**config.mk**
```make
export PLATFORM = sky130hd
export DESIGN_NAME = two_button_debounce_long_press_top
export DESIGN_NICKNAME = d
export VERILOG_FILES = /design/src/rtl/tbd_pkg.sv /design/src/rtl/two_button_debounce_long_press_top.sv /design/src/rtl/tbd_button.sv
export SDC_FILE = /design/constraint.sdc
export NUM_CORES = 1
export LEC_CHECK = 0
export BUFFER_PORTS_ARGS = -buffer_cell sky130_fd_sc_hd__buf_2
export CAP_MARGIN = 20
export CORE_MARGIN = 4
export CORE_UTILIZATION = 30
export CTS_CLUSTER_SIZE = 28
export DETAILED_ROUTE_END_ITERATION = 6
export PLACE_DENSITY = 0.52
export SLEW_MARGIN = 5
export SYNTH_ARGS = -nofsm -noshare
export SYNTH_HDL_FRONTEND = slang
export SYNTH_HIERARCHICAL = 1
export SYNTH_SLANG_ARGS = --single-unit
```
**constraint.sdc**
```tcl
create_clock -name clk -period 5.1 [get_ports clk]
set_input_delay 0 -clock clk [delete_from_list [all_inputs] [get_ports clk]]
set_output_delay 0 -clock clk [all_outputs]
set_load 0.005 [all_outputs]
```
**src/rtl/tbd_pkg.sv**
```systemverilog
// ============================================================================
// tbd_pkg - shared types and constants for the two-button debounce block
// Widths, register indexes, event codes and the per-button event record.
// ============================================================================
package tbd_pkg;

    // fixed field widths
    localparam int CFG_W      = 16;
    localparam int CFG_ADDR_W = 2;
    localparam int TS_W       = 32;
    localparam int KIND_W     = 2;

    // default counter width for the debounce and long-press countdowns
    localparam int COUNT_WIDTH_DEF = 16;

    // configuration register indexes
    localparam logic [CFG_ADDR_W-1:0] CFG_DEBOUNCE = 2'd0;
    localparam logic [CFG_ADDR_W-1:0] CFG_LONG     = 2'd1;
    localparam logic [CFG_ADDR_W-1:0] CFG_ENABLE   = 2'd2;

    // configuration reset values
    localparam logic [CFG_W-1:0] DEBOUNCE_RST = 16'd20;
    localparam logic [CFG_W-1:0] LONG_RST     = 16'd1000;

    // event kinds
    localparam logic [KIND_W-1:0] EV_PRESS   = 2'd0;
    localparam logic [KIND_W-1:0] EV_RELEASE = 2'd1;
    localparam logic [KIND_W-1:0] EV_LONG    = 2'd2;

    // button ids
    localparam logic BTN_CONFIRM = 1'b0;
    localparam logic BTN_BACK    = 1'b1;

    // event from one button channel for one tick
    typedef struct packed {
        logic              valid;
        logic              id;
        logic [KIND_W-1:0] kind;
    } ev_t;

    // one queued result beat
    typedef struct packed {
        logic              last;
        logic [TS_W-1:0]   ts;
        logic [KIND_W-1:0] kind;
        logic              id;
    } out_entry_t;

endpackage

```
**src/rtl/two_button_debounce_long_press_top.sv**
```systemverilog
// ============================================================================
// two_button_debounce_long_press_top - confirm/back debounce with long press
// Each input beat is one millisecond tick with the raw active-low levels of
// both buttons; output beats are press, release and long-press events.
// ============================================================================
// A tick is taken whenever the four-entry event queue has room for two
// events, and its events are computed and queued in the cycle it is taken.
// The output side sends one event per cycle while m_tready is high, so
// ticks that cause no events flow at one per cycle while the queue has
// room, and a tick that causes events adds one output beat per event: at
// most two per tick when both buttons report. Events of one tick come out
// confirm first, the final one with tlast set. Configuration writes take
// effect at once and should be issued only while no events are pending.
module two_button_debounce_long_press_top #(
    parameter int COUNT_WIDTH = tbd_pkg::COUNT_WIDTH_DEF
) (
    input  logic                           clk,
    input  logic                           rst_n,
    // input tick stream
    input  logic                           s_tvalid,
    output logic                           s_tready,
    input  logic [7:0]                     s_tdata,   // [0] confirm_level, [1] back_level
    // event stream
    output logic                           m_tvalid,
    input  logic                           m_tready,
    output logic [39:0]                    m_tdata,   // [0] button_id, [2:1] event_kind,
                                                      // [34:3] tick_stamp
    output logic                           m_tlast,   // last_of_tick
    // configuration writes
    input  logic                           cfg_we,
    input  logic [tbd_pkg::CFG_ADDR_W-1:0] cfg_addr,
    input  logic [tbd_pkg::CFG_W-1:0]      cfg_wdata
);
    import tbd_pkg::*;

    localparam int Q_DEPTH = 4;
    localparam int Q_AW    = $clog2(Q_DEPTH);
    localparam int EXT_W   = (COUNT_WIDTH > CFG_W) ? COUNT_WIDTH : CFG_W;
    localparam logic [EXT_W-1:0] CNT_MAX = EXT_W'({COUNT_WIDTH{1'b1}});

    // configuration registers
    logic [CFG_W-1:0] debounce_ticks_reg;
    logic [CFG_W-1:0] long_ticks_reg;
    logic             events_en_reg;

    always_ff @(posedge clk or negedge rst_n)
    begin
        if (!rst_n)
        begin
            debounce_ticks_reg <= DEBOUNCE_RST;
            long_ticks_reg     <= LONG_RST;
            events_en_reg      <= 1'b1;
        end
        else if (cfg_we)
        begin
            case (cfg_addr)
                CFG_DEBOUNCE: debounce_ticks_reg <= cfg_wdata;
                CFG_LONG:     long_ticks_reg     <= cfg_wdata;
                CFG_ENABLE:   events_en_reg      <= cfg_wdata[0];
                default:      ;
            endcase
        end
    end

    // reload values: saturate to the counter width, zero acts as one
    logic [EXT_W-1:0]       deb_ext, long_ext;
    logic [COUNT_WIDTH-1:0] deb_sat, long_sat;
    logic [COUNT_WIDTH-1:0] debounce_reload, long_reload;

    always_comb
    begin
        deb_ext  = EXT_W'(debounce_ticks_reg);
        long_ext = EXT_W'(long_ticks_reg);
        deb_sat  = (deb_ext > CNT_MAX)  ? COUNT_WIDTH'(CNT_MAX) : COUNT_WIDTH'(deb_ext);
        long_sat = (long_ext > CNT_MAX) ? COUNT_WIDTH'(CNT_MAX) : COUNT_WIDTH'(long_ext);
        debounce_reload = (deb_sat == '0)  ? COUNT_WIDTH'(1) : deb_sat;
        long_reload     = (long_sat == '0) ? COUNT_WIDTH'(1) : long_sat;
    end

    // event queue pointers (one extra bit tells full from empty)
    logic [Q_AW:0] wr_ptr_reg, wr_ptr_next;
    logic [Q_AW:0] rd_ptr_reg;
    logic [Q_AW:0] q_count;
    logic          step;
    logic          pop;

    assign q_count  = wr_ptr_reg - rd_ptr_reg;
    assign s_tready = (q_count <= (Q_AW+1)'(Q_DEPTH - 2));
    assign step     = s_tvalid && s_tready;
    assign m_tvalid = (q_count != '0);
    assign pop      = m_tvalid && m_tready;

    // button channels
    ev_t ev_confirm, ev_back;

    tbd_button #(
        .COUNT_WIDTH (COUNT_WIDTH),
        .BTN_ID      (BTN_CONFIRM)
    ) u_confirm (
        .clk             (clk),
        .rst_n           (rst_n),
        .step            (step),
        .raw             (s_tdata[0]),
        .debounce_reload (debounce_reload),
        .long_reload     (long_reload),
        .events_enabled  (events_en_reg),
        .ev              (ev_confirm)
    );

    tbd_button #(
        .COUNT_WIDTH (COUNT_WIDTH),
        .BTN_ID      (BTN_BACK)
    ) u_back (
        .clk             (clk),
        .rst_n           (rst_n),
        .step            (step),
        .raw             (s_tdata[1]),
        .debounce_reload (debounce_reload),
        .long_reload     (long_reload),
        .events_enabled  (events_en_reg),
        .ev              (ev_back)
    );

    // millisecond counter, stamped on the events of the current tick
    logic [TS_W-1:0] ms_reg;

    always_ff @(posedge clk or negedge rst_n)
    begin
        if (!rst_n)
            ms_reg <= '0;
        else if (step)
            ms_reg <= ms_reg + TS_W'(1);
    end

    // order the tick's events: confirm first, last flag on the final one
    out_entry_t first_entry, second_entry;
    logic       push_first, push_second;
    logic [Q_AW-1:0] wr_idx0, wr_idx1;

    always_comb
    begin
        push_first  = step && (ev_confirm.valid || ev_back.valid);
        push_second = step && ev_confirm.valid && ev_back.valid;

        first_entry.id   = ev_confirm.valid ? ev_confirm.id   : ev_back.id;
        first_entry.kind = ev_confirm.valid ? ev_confirm.kind : ev_back.kind;
        first_entry.ts   = ms_reg;
        first_entry.last = !(ev_confirm.valid && ev_back.valid);

        second_entry.id   = ev_back.id;
        second_entry.kind = ev_back.kind;
        second_entry.ts   = ms_reg;
        second_entry.last = 1'b1;

        wr_ptr_next = wr_ptr_reg + (Q_AW+1)'(push_first) + (Q_AW+1)'(push_second);
        wr_idx0     = wr_ptr_reg[Q_AW-1:0];
        wr_idx1     = wr_idx0 + Q_AW'(1);
    end

    // queue storage
    out_entry_t q_mem [Q_DEPTH];

    always_ff @(posedge clk)
    begin
        if (push_first)
            q_mem[wr_idx0] <= first_entry;
        if (push_second)
            q_mem[wr_idx1] <= second_entry;
    end

    always_ff @(posedge clk or negedge rst_n)
    begin
        if (!rst_n)
        begin
            wr_ptr_reg <= '0;
            rd_ptr_reg <= '0;
        end
        else
        begin
            wr_ptr_reg <= wr_ptr_next;
            if (pop)
                rd_ptr_reg <= rd_ptr_reg + (Q_AW+1)'(1);
        end
    end

    // output beat from the queue head
    out_entry_t head;

    assign head    = q_mem[rd_ptr_reg[Q_AW-1:0]];
    assign m_tdata = {5'd0, head.ts, head.kind, head.id};
    assign m_tlast = head.last;

    // checks
    a_queue_bound: assert property (@(posedge clk) disable iff (!rst_n)
        q_count <= (Q_AW+1)'(Q_DEPTH))
        else $error("event queue overrun");

    a_ms_advance: assert property (@(posedge clk) disable iff (!rst_n)
        step |=> ms_reg == $past(ms_reg) + TS_W'(1))
        else $error("millisecond count did not advance on tick");

    a_long_is_back: assert property (@(posedge clk) disable iff (!rst_n)
        (m_tvalid && m_tdata[2:1] == EV_LONG) |-> m_tdata[0] == BTN_BACK)
        else $error("long press reported on confirm");

    a_kind_legal: assert property (@(posedge clk) disable iff (!rst_n)
        m_tvalid |-> (m_tdata[2:1] == EV_PRESS || m_tdata[2:1] == EV_RELEASE
                      || m_tdata[2:1] == EV_LONG))
        else $error("illegal event kind on output");

endmodule

```
**src/rtl/tbd_button.sv**
```systemverilog
// ============================================================================
// tbd_button - one button channel
// Debounce countdown, pressed flag and long-press countdown for one button,
// advanced once per accepted tick; reports at most one event per tick.
// ============================================================================
module tbd_button #(
    parameter int   COUNT_WIDTH = tbd_pkg::COUNT_WIDTH_DEF,
    parameter logic BTN_ID      = tbd_pkg::BTN_CONFIRM
) (
    input  logic                   clk,
    input  logic                   rst_n,
    input  logic                   step,
    input  logic                   raw,
    input  logic [COUNT_WIDTH-1:0] debounce_reload,
    input  logic [COUNT_WIDTH-1:0] long_reload,
    input  logic                   events_enabled,
    output tbd_pkg::ev_t           ev
);
    import tbd_pkg::*;

    logic                   prev_raw_reg,  prev_raw_next;
    logic                   pressed_reg,   pressed_next;
    logic [COUNT_WIDTH-1:0] dcnt_reg,      dcnt_next;
    logic                   drun_reg,      drun_next;
    logic [COUNT_WIDTH-1:0] lcnt_reg,      lcnt_next;
    logic                   lrun_reg,      lrun_next;

    logic now_pressed;
    logic emitted;

    assign now_pressed = ~raw;

    // tick update: debounce first, then long press unless an edge event fired
    always_comb
    begin
        prev_raw_next = prev_raw_reg;
        pressed_next  = pressed_reg;
        dcnt_next     = dcnt_reg;
        drun_next     = drun_reg;
        lcnt_next     = lcnt_reg;
        lrun_next     = lrun_reg;
        emitted       = 1'b0;
        ev            = '0;

        if (raw != prev_raw_reg)
        begin
            // any raw edge restarts the quiet period
            prev_raw_next = raw;
            dcnt_next     = debounce_reload;
            drun_next     = 1'b1;
        end
        else if (drun_reg)
        begin
            if (dcnt_reg <= COUNT_WIDTH'(1))
            begin
                dcnt_next = '0;
                drun_next = 1'b0;
                if (now_pressed != pressed_reg)
                begin
                    pressed_next = now_pressed;
                    if (events_enabled)
                    begin
                        emitted  = 1'b1;
                        ev.valid = 1'b1;
                        ev.id    = BTN_ID;
                        ev.kind  = now_pressed ? EV_PRESS : EV_RELEASE;
                        // press arms the long-press timer, release cancels it
                        lcnt_next = now_pressed ? long_reload : '0;
                        lrun_next = now_pressed;
                    end
                end
            end
            else
            begin
                dcnt_next = dcnt_reg - COUNT_WIDTH'(1);
            end
        end

        // long-press countdown
        if (!emitted && lrun_reg)
        begin
            if (lcnt_reg <= COUNT_WIDTH'(1))
            begin
                lcnt_next = '0;
                lrun_next = 1'b0;
                if (pressed_next && events_enabled)
                begin
                    // long press is always reported as back
                    ev.valid = 1'b1;
                    ev.id    = BTN_BACK;
                    ev.kind  = EV_LONG;
                end
            end
            else
            begin
                lcnt_next = lcnt_reg - COUNT_WIDTH'(1);
            end
        end
    end

    // channel state
    always_ff @(posedge clk or negedge rst_n)
    begin
        if (!rst_n)
        begin
            prev_raw_reg <= 1'b1;
            pressed_reg  <= 1'b0;
            dcnt_reg     <= '0;
            drun_reg     <= 1'b0;
            lcnt_reg     <= '0;
            lrun_reg     <= 1'b0;
        end
        else if (step)
        begin
            prev_raw_reg <= prev_raw_next;
            pressed_reg  <= pressed_next;
            dcnt_reg     <= dcnt_next;
            drun_reg     <= drun_next;
            lcnt_reg     <= lcnt_next;
            lrun_reg     <= lrun_next;
        end
    end

endmodule

```
==> impl_metrics.tcl, run 1 <==
set metrics [dict create \
    swShare_pct 35.7 \
    setup_viol 0 \
    clock_latency_ps 540 \
    cp.buffers_inverters 3 \
    avgSynthCellArea_um2 11.5 \
    critPathMostFrequentCell "buf_4" \
    grt_pass1_vias 10300 \
    area_delta_synth_final_pct 15.6 \
    clockPowerShare_pct 29.1 \
    cp_top_family "simple AND/OR/NAND/NOR gates" \
    leakagePower_nw 6.59 \
    tritoncts "built" \
    n_antenna_cell 0 \
    cts.reportedPaths.clkPinSlew_ps 60 \
    min-delay-start "cfg_addr[1]" \
    finish.net_count 1392 \
    clock-skew-final_ps 18.8 \
    hold_viol 0 \
    die-height_um 231 \
    arrival_ps 4380 \
    cts_buffer_depth 3 \
    synth-edff-count 140 \
    reg2reg_depth 13 \
    yosys.area_share.xor_xnor_pct 2.45 \
    post-route-period-util_pct 80.1 \
    yosys_warnings 6 \
    ys_seq_area_share_pct 52.9 \
    die_area_mm2 0.0532 \
    wl_per_cell_um 17.7 \
    crit_chain "nor4_2, nand4b_1, nor4_1, buf_4, nor3b_1, o21ai_0, a21boi_0, buf_4, nor2_1, o22a_1, nor2_4, buf_12, and2_2" \
    synth.most_common_cell "edfxtp_1" \
    multiInputGateArea_mm2 0.00637 \
    gp_congestion 0.863 \
    seqPwrFrac_pct 37.6 \
    cts_resized 0 \
    cts.sinks 287 \
    min_path_type "in -> reg" \
    vdd_drop_max_uv 281 \
    min_to "deb_ext[13]" \
    grt_pass1_wl_um 58700 \
    drc_errors 0 \
    post_cts_buffers 0 \
    synthAdderAreaFrac_pct 1.35 \
    num_vias 10200 \
    postCtsHoldBufs 28 \
    tns_ps 0 \
    grt-ovfl-total 0 \
    regToRegEndpoint "q_mem[2][10]" \
    cp_max_fo 63 \
    min_period_ps 4080 \
    ys_seq_elements 287 \
    outcome "finished, final reports clean" \
    synthMuxAreaShare_pct 8.83 \
    worstPathRequired_ps 5400 \
    synth_compound_area_share_pct 11.4 \
    max_stage_delay_ps 620 \
    rsz0062_at_grt "no" \
    grt_max_degree 84 \
    hold_depth 4 \
    netlist_instances 1296 \
    p_per_area_mw_per_mm2 484 \
    first_pass_iters 5 \
    num_io_pins 74 \
    num_rows 81 \
    ant_nets 0 \
    endpoint_kind "register" \
    coreArea_mm2 0.0490 \
    synth_simple_gate_area_share_pct 18.6 \
    synthFlopType "edfxtp_1" \
    synth_cell_type_count 85 \
    tightest_slew_ps 947 \
    ff2ff_setup_slack_ps 1020 \
    synth_top_cells_by_count "140 x edfxtp_1, 132 x dfrtp_1, 122 x and2_1" \
    yosys-top-cells-area "edfxtp_1 28%, dfrtp_1 22%, mux4_2 5.4%" \
    largest_reg_flops 144 \
    r2r-start "u_confirm/dcnt_reg[11]" \
    portBuffers 62 \
    final_cells 2037 \
    place_hpwl_um 23700 \
    synth.largest_area_cell "edfxtp_1" \
    dpl.cell_count 1944 \
    drive_above_1_share_pct 21.0 \
    fmax_mhz 245 \
    syn_area_mm2 0.0149 \
    fill_cells 4838 \
    comb_power_share_pct 33.3 \
    start_util_pct 30.4 \
    worst-setup-path-type "reg -> reg" \
    gr-usage-all-layers_pct 13.6 \
    numCtsBuffers 34 \
    chipWidth_um 231 \
    switching_power_mw 2.97 \
    routed_wl_um 36100 \
    antenna_found_initial 0 \
    via_per_inst 5.00 \
    seqCellArea_mm2 0.00788 \
    cts_root_buf "clkbuf_16" \
    h-tree-depth 2 \
    maxCapViolations 0 \
    drv_slew 0 \
    maxSlewHeadroom_pct 36.6 \
    synth_top_family_by_area "simple AND/OR/NAND/NOR gates" \
    ys_async_sr_fraction_pct 49.8 \
    crit_path_start_kind "register" \
    internal_power_mw 5.35 \
    netlist.area_leader.share_pct 28.2 \
    drtIter0Drc 890 \
    slowest_stage "nor4_2" \
]
## layer usage
layer	global-route usage, %	routed length (um)	up-vias
li1	-	-	4867
met1	18.8	16600	5065
met2	22.0	17100	203
met3	2.50	1550	54
met4	3.74	788	0
met5	0	0	-
## worst reg2reg max path, stage by stage, from the launching register on
cell and delay [ps]:
dfrtp_1 400, nor4_2 620, nand4b_1 340, nor4_1 380, buf_4 250, nor3b_1 90, o21ai_0 160, a21boi_0 110
buf_4 200, nor2_1 190, o22a_1 580, nor2_4 70, buf_12 240, and2_2 240
## area by class of cell
cell class              instances  share of cell area, %
clock buffers                  47                   5.76
clock inverters                15                  0.735
well taps                     664                   4.83
inverters                      41                  0.895
multi-input cells             864                   37.0
flip-flops and latches        287                   45.8
repair buffers                119                   4.93
## worst max path at each step
stage / from / endpoint / slack [ps] / cells past startpoint
floorplan: u_confirm/dcnt_reg[4] / q_mem[2][0] / 820 / 13
finish: u_confirm/dcnt_reg[11] / q_mem[2][10] / 1020 / 13
CTS: u_confirm/dcnt_reg[11] / q_mem[2][10] / 1070 / 13
global placement: u_back/dcnt_reg[11] / q_mem[2][10] / 1150 / 13
detailed placement: u_confirm/dcnt_reg[11] / q_mem[2][10] / 1090 / 13
global route: u_back/dcnt_reg[11] / q_mem[2][10] / 770 / 13
## power by group through the flow
stage | logic (mW) | registers, mW | clock network [mW]
global placement | 2.73 | 3.15 | 0
global route | 3.11 | 3.18 | 2.61
CTS | 2.80 | 3.12 | 2.50
detailed placement | 2.77 | 3.16 | 0
floorplan | 2.02 | 2.99 | 0
finish | 2.77 | 3.13 | 2.42
## cell families (layout without fill, tap and decap cells)
group,Yosys count,after routing
multiplexers,82,82
flip-flops,287,287
AO/OA/AOI/OAI,256,256
other,1,5
adder cells (fa/ha/maj),15,15
buffers and inverters,149,222
XOR/XNOR,38,38
AND/OR/NAND/NOR,468,468
## layout by cell type (no fill, tap or decap), types with 6 or more instances in the layout
master / count
xnor2_1: 17
a32oi_1: 10
clkinv_2: 8
nor4_2: 7
nand2_1: 80
or2_2: 6
mux2i_1: 12
edfxtp_1: 140
o211ai_1: 8
nor2_1: 62
a31oi_1: 16
o311ai_0: 8
o2bb2ai_1: 10
nor4_1: 26
clkbuf_8: 7
nor3_2: 10
a22oi_1: 14
and2_1: 122
buf_4: 25
dfrtp_1: 130
xor2_1: 19
nand4_1: 12
nand2b_1: 7
nor3_1: 34
a21oi_1: 46
clkbuf_16: 35
buf_2: 61
dfstp_2: 11
ha_1: 12
mux4_2: 36
o21ai_0: 96
nor2b_1: 7
inv_1: 39
nand3_1: 33
mux2_2: 34
and3_1: 10
or4_1: 9
dlygate4sd3_1: 28
## metrics by stage
step           hold slack [ps]  util [%]  total power, mW  area, um2  setup WS [ps]
2_1_floorplan             -296         -             5.01      14900            822
3_3_place_gp               119      32.2             5.88      15800           1150
3_5_place_dp               123      32.2             5.93      15800           1090
4_1_cts                   5.83      35.1             8.42      17200           1070
5_1_grt                   38.4      35.1             8.90      17200            767
6_report                  30.6      35.1             8.32      17200           1020
(Power assumes the default switching activity.)
==> run 2, diff against run 1 <==
==> constraint.sdc (replaced) <==
create_clock -name clk -period 3.9 [get_ports clk]
set_input_delay 0 -clock clk [delete_from_list [all_inputs] [get_ports clk]]
set_output_delay 0 -clock clk [all_outputs]
set_load 0.005 [all_outputs]
==> run 2 against run 1 <==
Compared with the run above: core utilization grew 0.27 points; die area is the same; critical path depth is the same; clock skew shrank 0.57 ps; critical path type unchanged.
==> impl_metrics.tcl, run 2 (same netlist as run 1, synthesis figures left out) <==
set metrics [dict create \
    power_mw 10.9 \
    coreArea_mm2 0.0490 \
    layout_commonest_cell "edfxtp_1" \
    drv_slew 0 \
    gp_congestion 0.873 \
    cp_top_family "simple AND/OR/NAND/NOR gates" \
    tns_ps 0 \
    cp.buffers_inverters 3 \
    fill_cells 4821 \
    num_vias 10200 \
    grt_pass1_wl_um 58200 \
    leakagePower_nw 6.61 \
    worst-setup-path-type "reg -> reg" \
    reg2reg_depth 13 \
    grt_max_degree 73 \
    cts_root_buf "clkbuf_16" \
    h-tree-depth 2 \
    regToRegEndpoint "q_mem[1][25]" \
    die-height_um 231 \
    via_per_inst 5.00 \
    slowest_stage "nor4_1" \
    die_area_mm2 0.0532 \
    cp_max_fo 22 \
    clock_latency_ps 540 \
    cts.sinks 287 \
    num_io_pins 74 \
    ant_nets 0 \
    maxCapViolations 0 \
    fmax_mhz 281 \
    start_util_pct 30.4 \
    drtIter0Drc 755 \
    post-route-period-util_pct 91.2 \
    cts_buffer_depth 3 \
    num_rows 81 \
    grt_pass1_vias 10300 \
    chipWidth_um 231 \
    largest_reg_flops 144 \
    top_layer "met4" \
    area_delta_synth_final_pct 16.5 \
    crit_path_start_kind "register" \
    place_hpwl_um 24300 \
    arrival_ps 3840 \
    gr-usage-all-layers_pct 13.5 \
    tritoncts "built" \
    crit_chain "inv_1, ha_1, nor2_1, nand4b_1, nor4_1, nor3b_1, o21ai_0, a21boi_0, buf_4, maj3_1, nor3b_4, buf_4, and2_1" \
    numCtsBuffers 34 \
    wl_met2_um 16800 \
    grt-ovfl-total 0 \
    post_cts_buffers 0 \
    most-common-layout-cells "140 x edfxtp_1, 130 x dfrtp_1, 122 x and2_1" \
    maxSlewHeadroom_pct 42.7 \
    setup_slack_ps 344 \
    clock-skew-final_ps 18.2 \
    m1WireLength_um 16400 \
    outcome "finished, final reports clean" \
    routed_wl_um 35700 \
    min_period_ps 3560 \
    setup_viol 0 \
    cts.reportedPaths.clkPinSlew_ps 60 \
    r2r-start "u_back/dcnt_reg[0]" \
    antenna_found_initial 1 \
    wl_per_cell_um 17.5 \
    worstPathRequired_ps 4190 \
    first_pass_iters 7 \
    max_stage_delay_ps 450 \
    drc_errors 0 \
    ff2ff_setup_slack_ps 340 \
    endpoint_kind "register" \
    portBuffers 62 \
    rsz0062_at_grt "no" \
    pre_cts_ws_ps 169 \
    hold_viol 0 \
    critPathMostFrequentCell "buf_4" \
    tightest_slew_ps 857 \
    finish.net_count 1399 \
    met3_length_um 1780 \
    drive_above_1_share_pct 21.4 \
    vdd_drop_max_uv 406 \
    min_path_type "in -> async" \
    p_per_area_mw_per_mm2 630 \
]
==> run 2: cell count changes in the layout (fill, tap and decap cells not counted), moves of 3 or more <==
| cell | previous run | this run |
|---|---|---|
| buf_12 | 2 | 7 |
| clkinv_2 | 8 | 5 |
| buf_4 | 25 | 28 |
| clkbuf_1 | 5 | 10 |
==> run 2: what timing repair did <==
item                       in CTS  in global routing
hold endpoints to repair      113                  0
gates resized for setup         0                  2
hold buffers                   27                  0
setup endpoints to repair       0                155
==> run 2: layout make-up <==
class	instances	area (um2)	share of cell area (%)
clock buffers	50	982	5.67
inverters	41	154	0.888
diodes	1	2.50	0.0144
well taps	664	831	4.79
clock inverters	12	138	0.794
repair buffers	126	960	5.54
flip-flops and latches	287	7880	45.5
multi-input cells	864	6390	36.8
==> run 2: power breakdown <==
group,leakage (nW),switching [mW],internal [mW],total (mW)
logic,3.00,2.07,1.57,3.64
clock network,0.546,1.30,1.90,3.19
registers,3.07,0.507,3.58,4.08
==> run 2: how the worst max path moves through the flow <==
stage	start	end	slack (ps)	cells after the start
2_1_floorplan	u_back/dcnt_reg[4]	q_mem[1][0]	160	12
5_1_grt	u_back/dcnt_reg[0]	q_mem[1][34]	40	13
3_5_place_dp	u_back/lcnt_reg[10]	q_mem[1][25]	170	10
3_3_place_gp	u_back/lcnt_reg[11]	q_mem[1][34]	200	10
6_report	u_back/dcnt_reg[0]	q_mem[1][25]	340	13
4_1_cts	u_back/lcnt_reg[10]	q_mem[1][25]	160	10
==> run 2: per-layer routing <==
metal / vias up / GRT usage, %
met1: 5025 / 18.6
met4: 0 / 3.70
li1: 4873 / -
met3: 53 / 2.52
met2: 278 / 21.9
met5: - / 0
==> run 2: per-stage QoR <==
stage	hold slack (ps)	instances	cell area [um2]	util, %
floorplan	-296	1300	14900	-
global placement	74.6	1953	15900	32.5
detailed placement	79.6	1955	15900	32.5
CTS	63.4	2044	17300	35.4
global route	104	2045	17300	35.4
finish	44.8	2045	17300	35.4
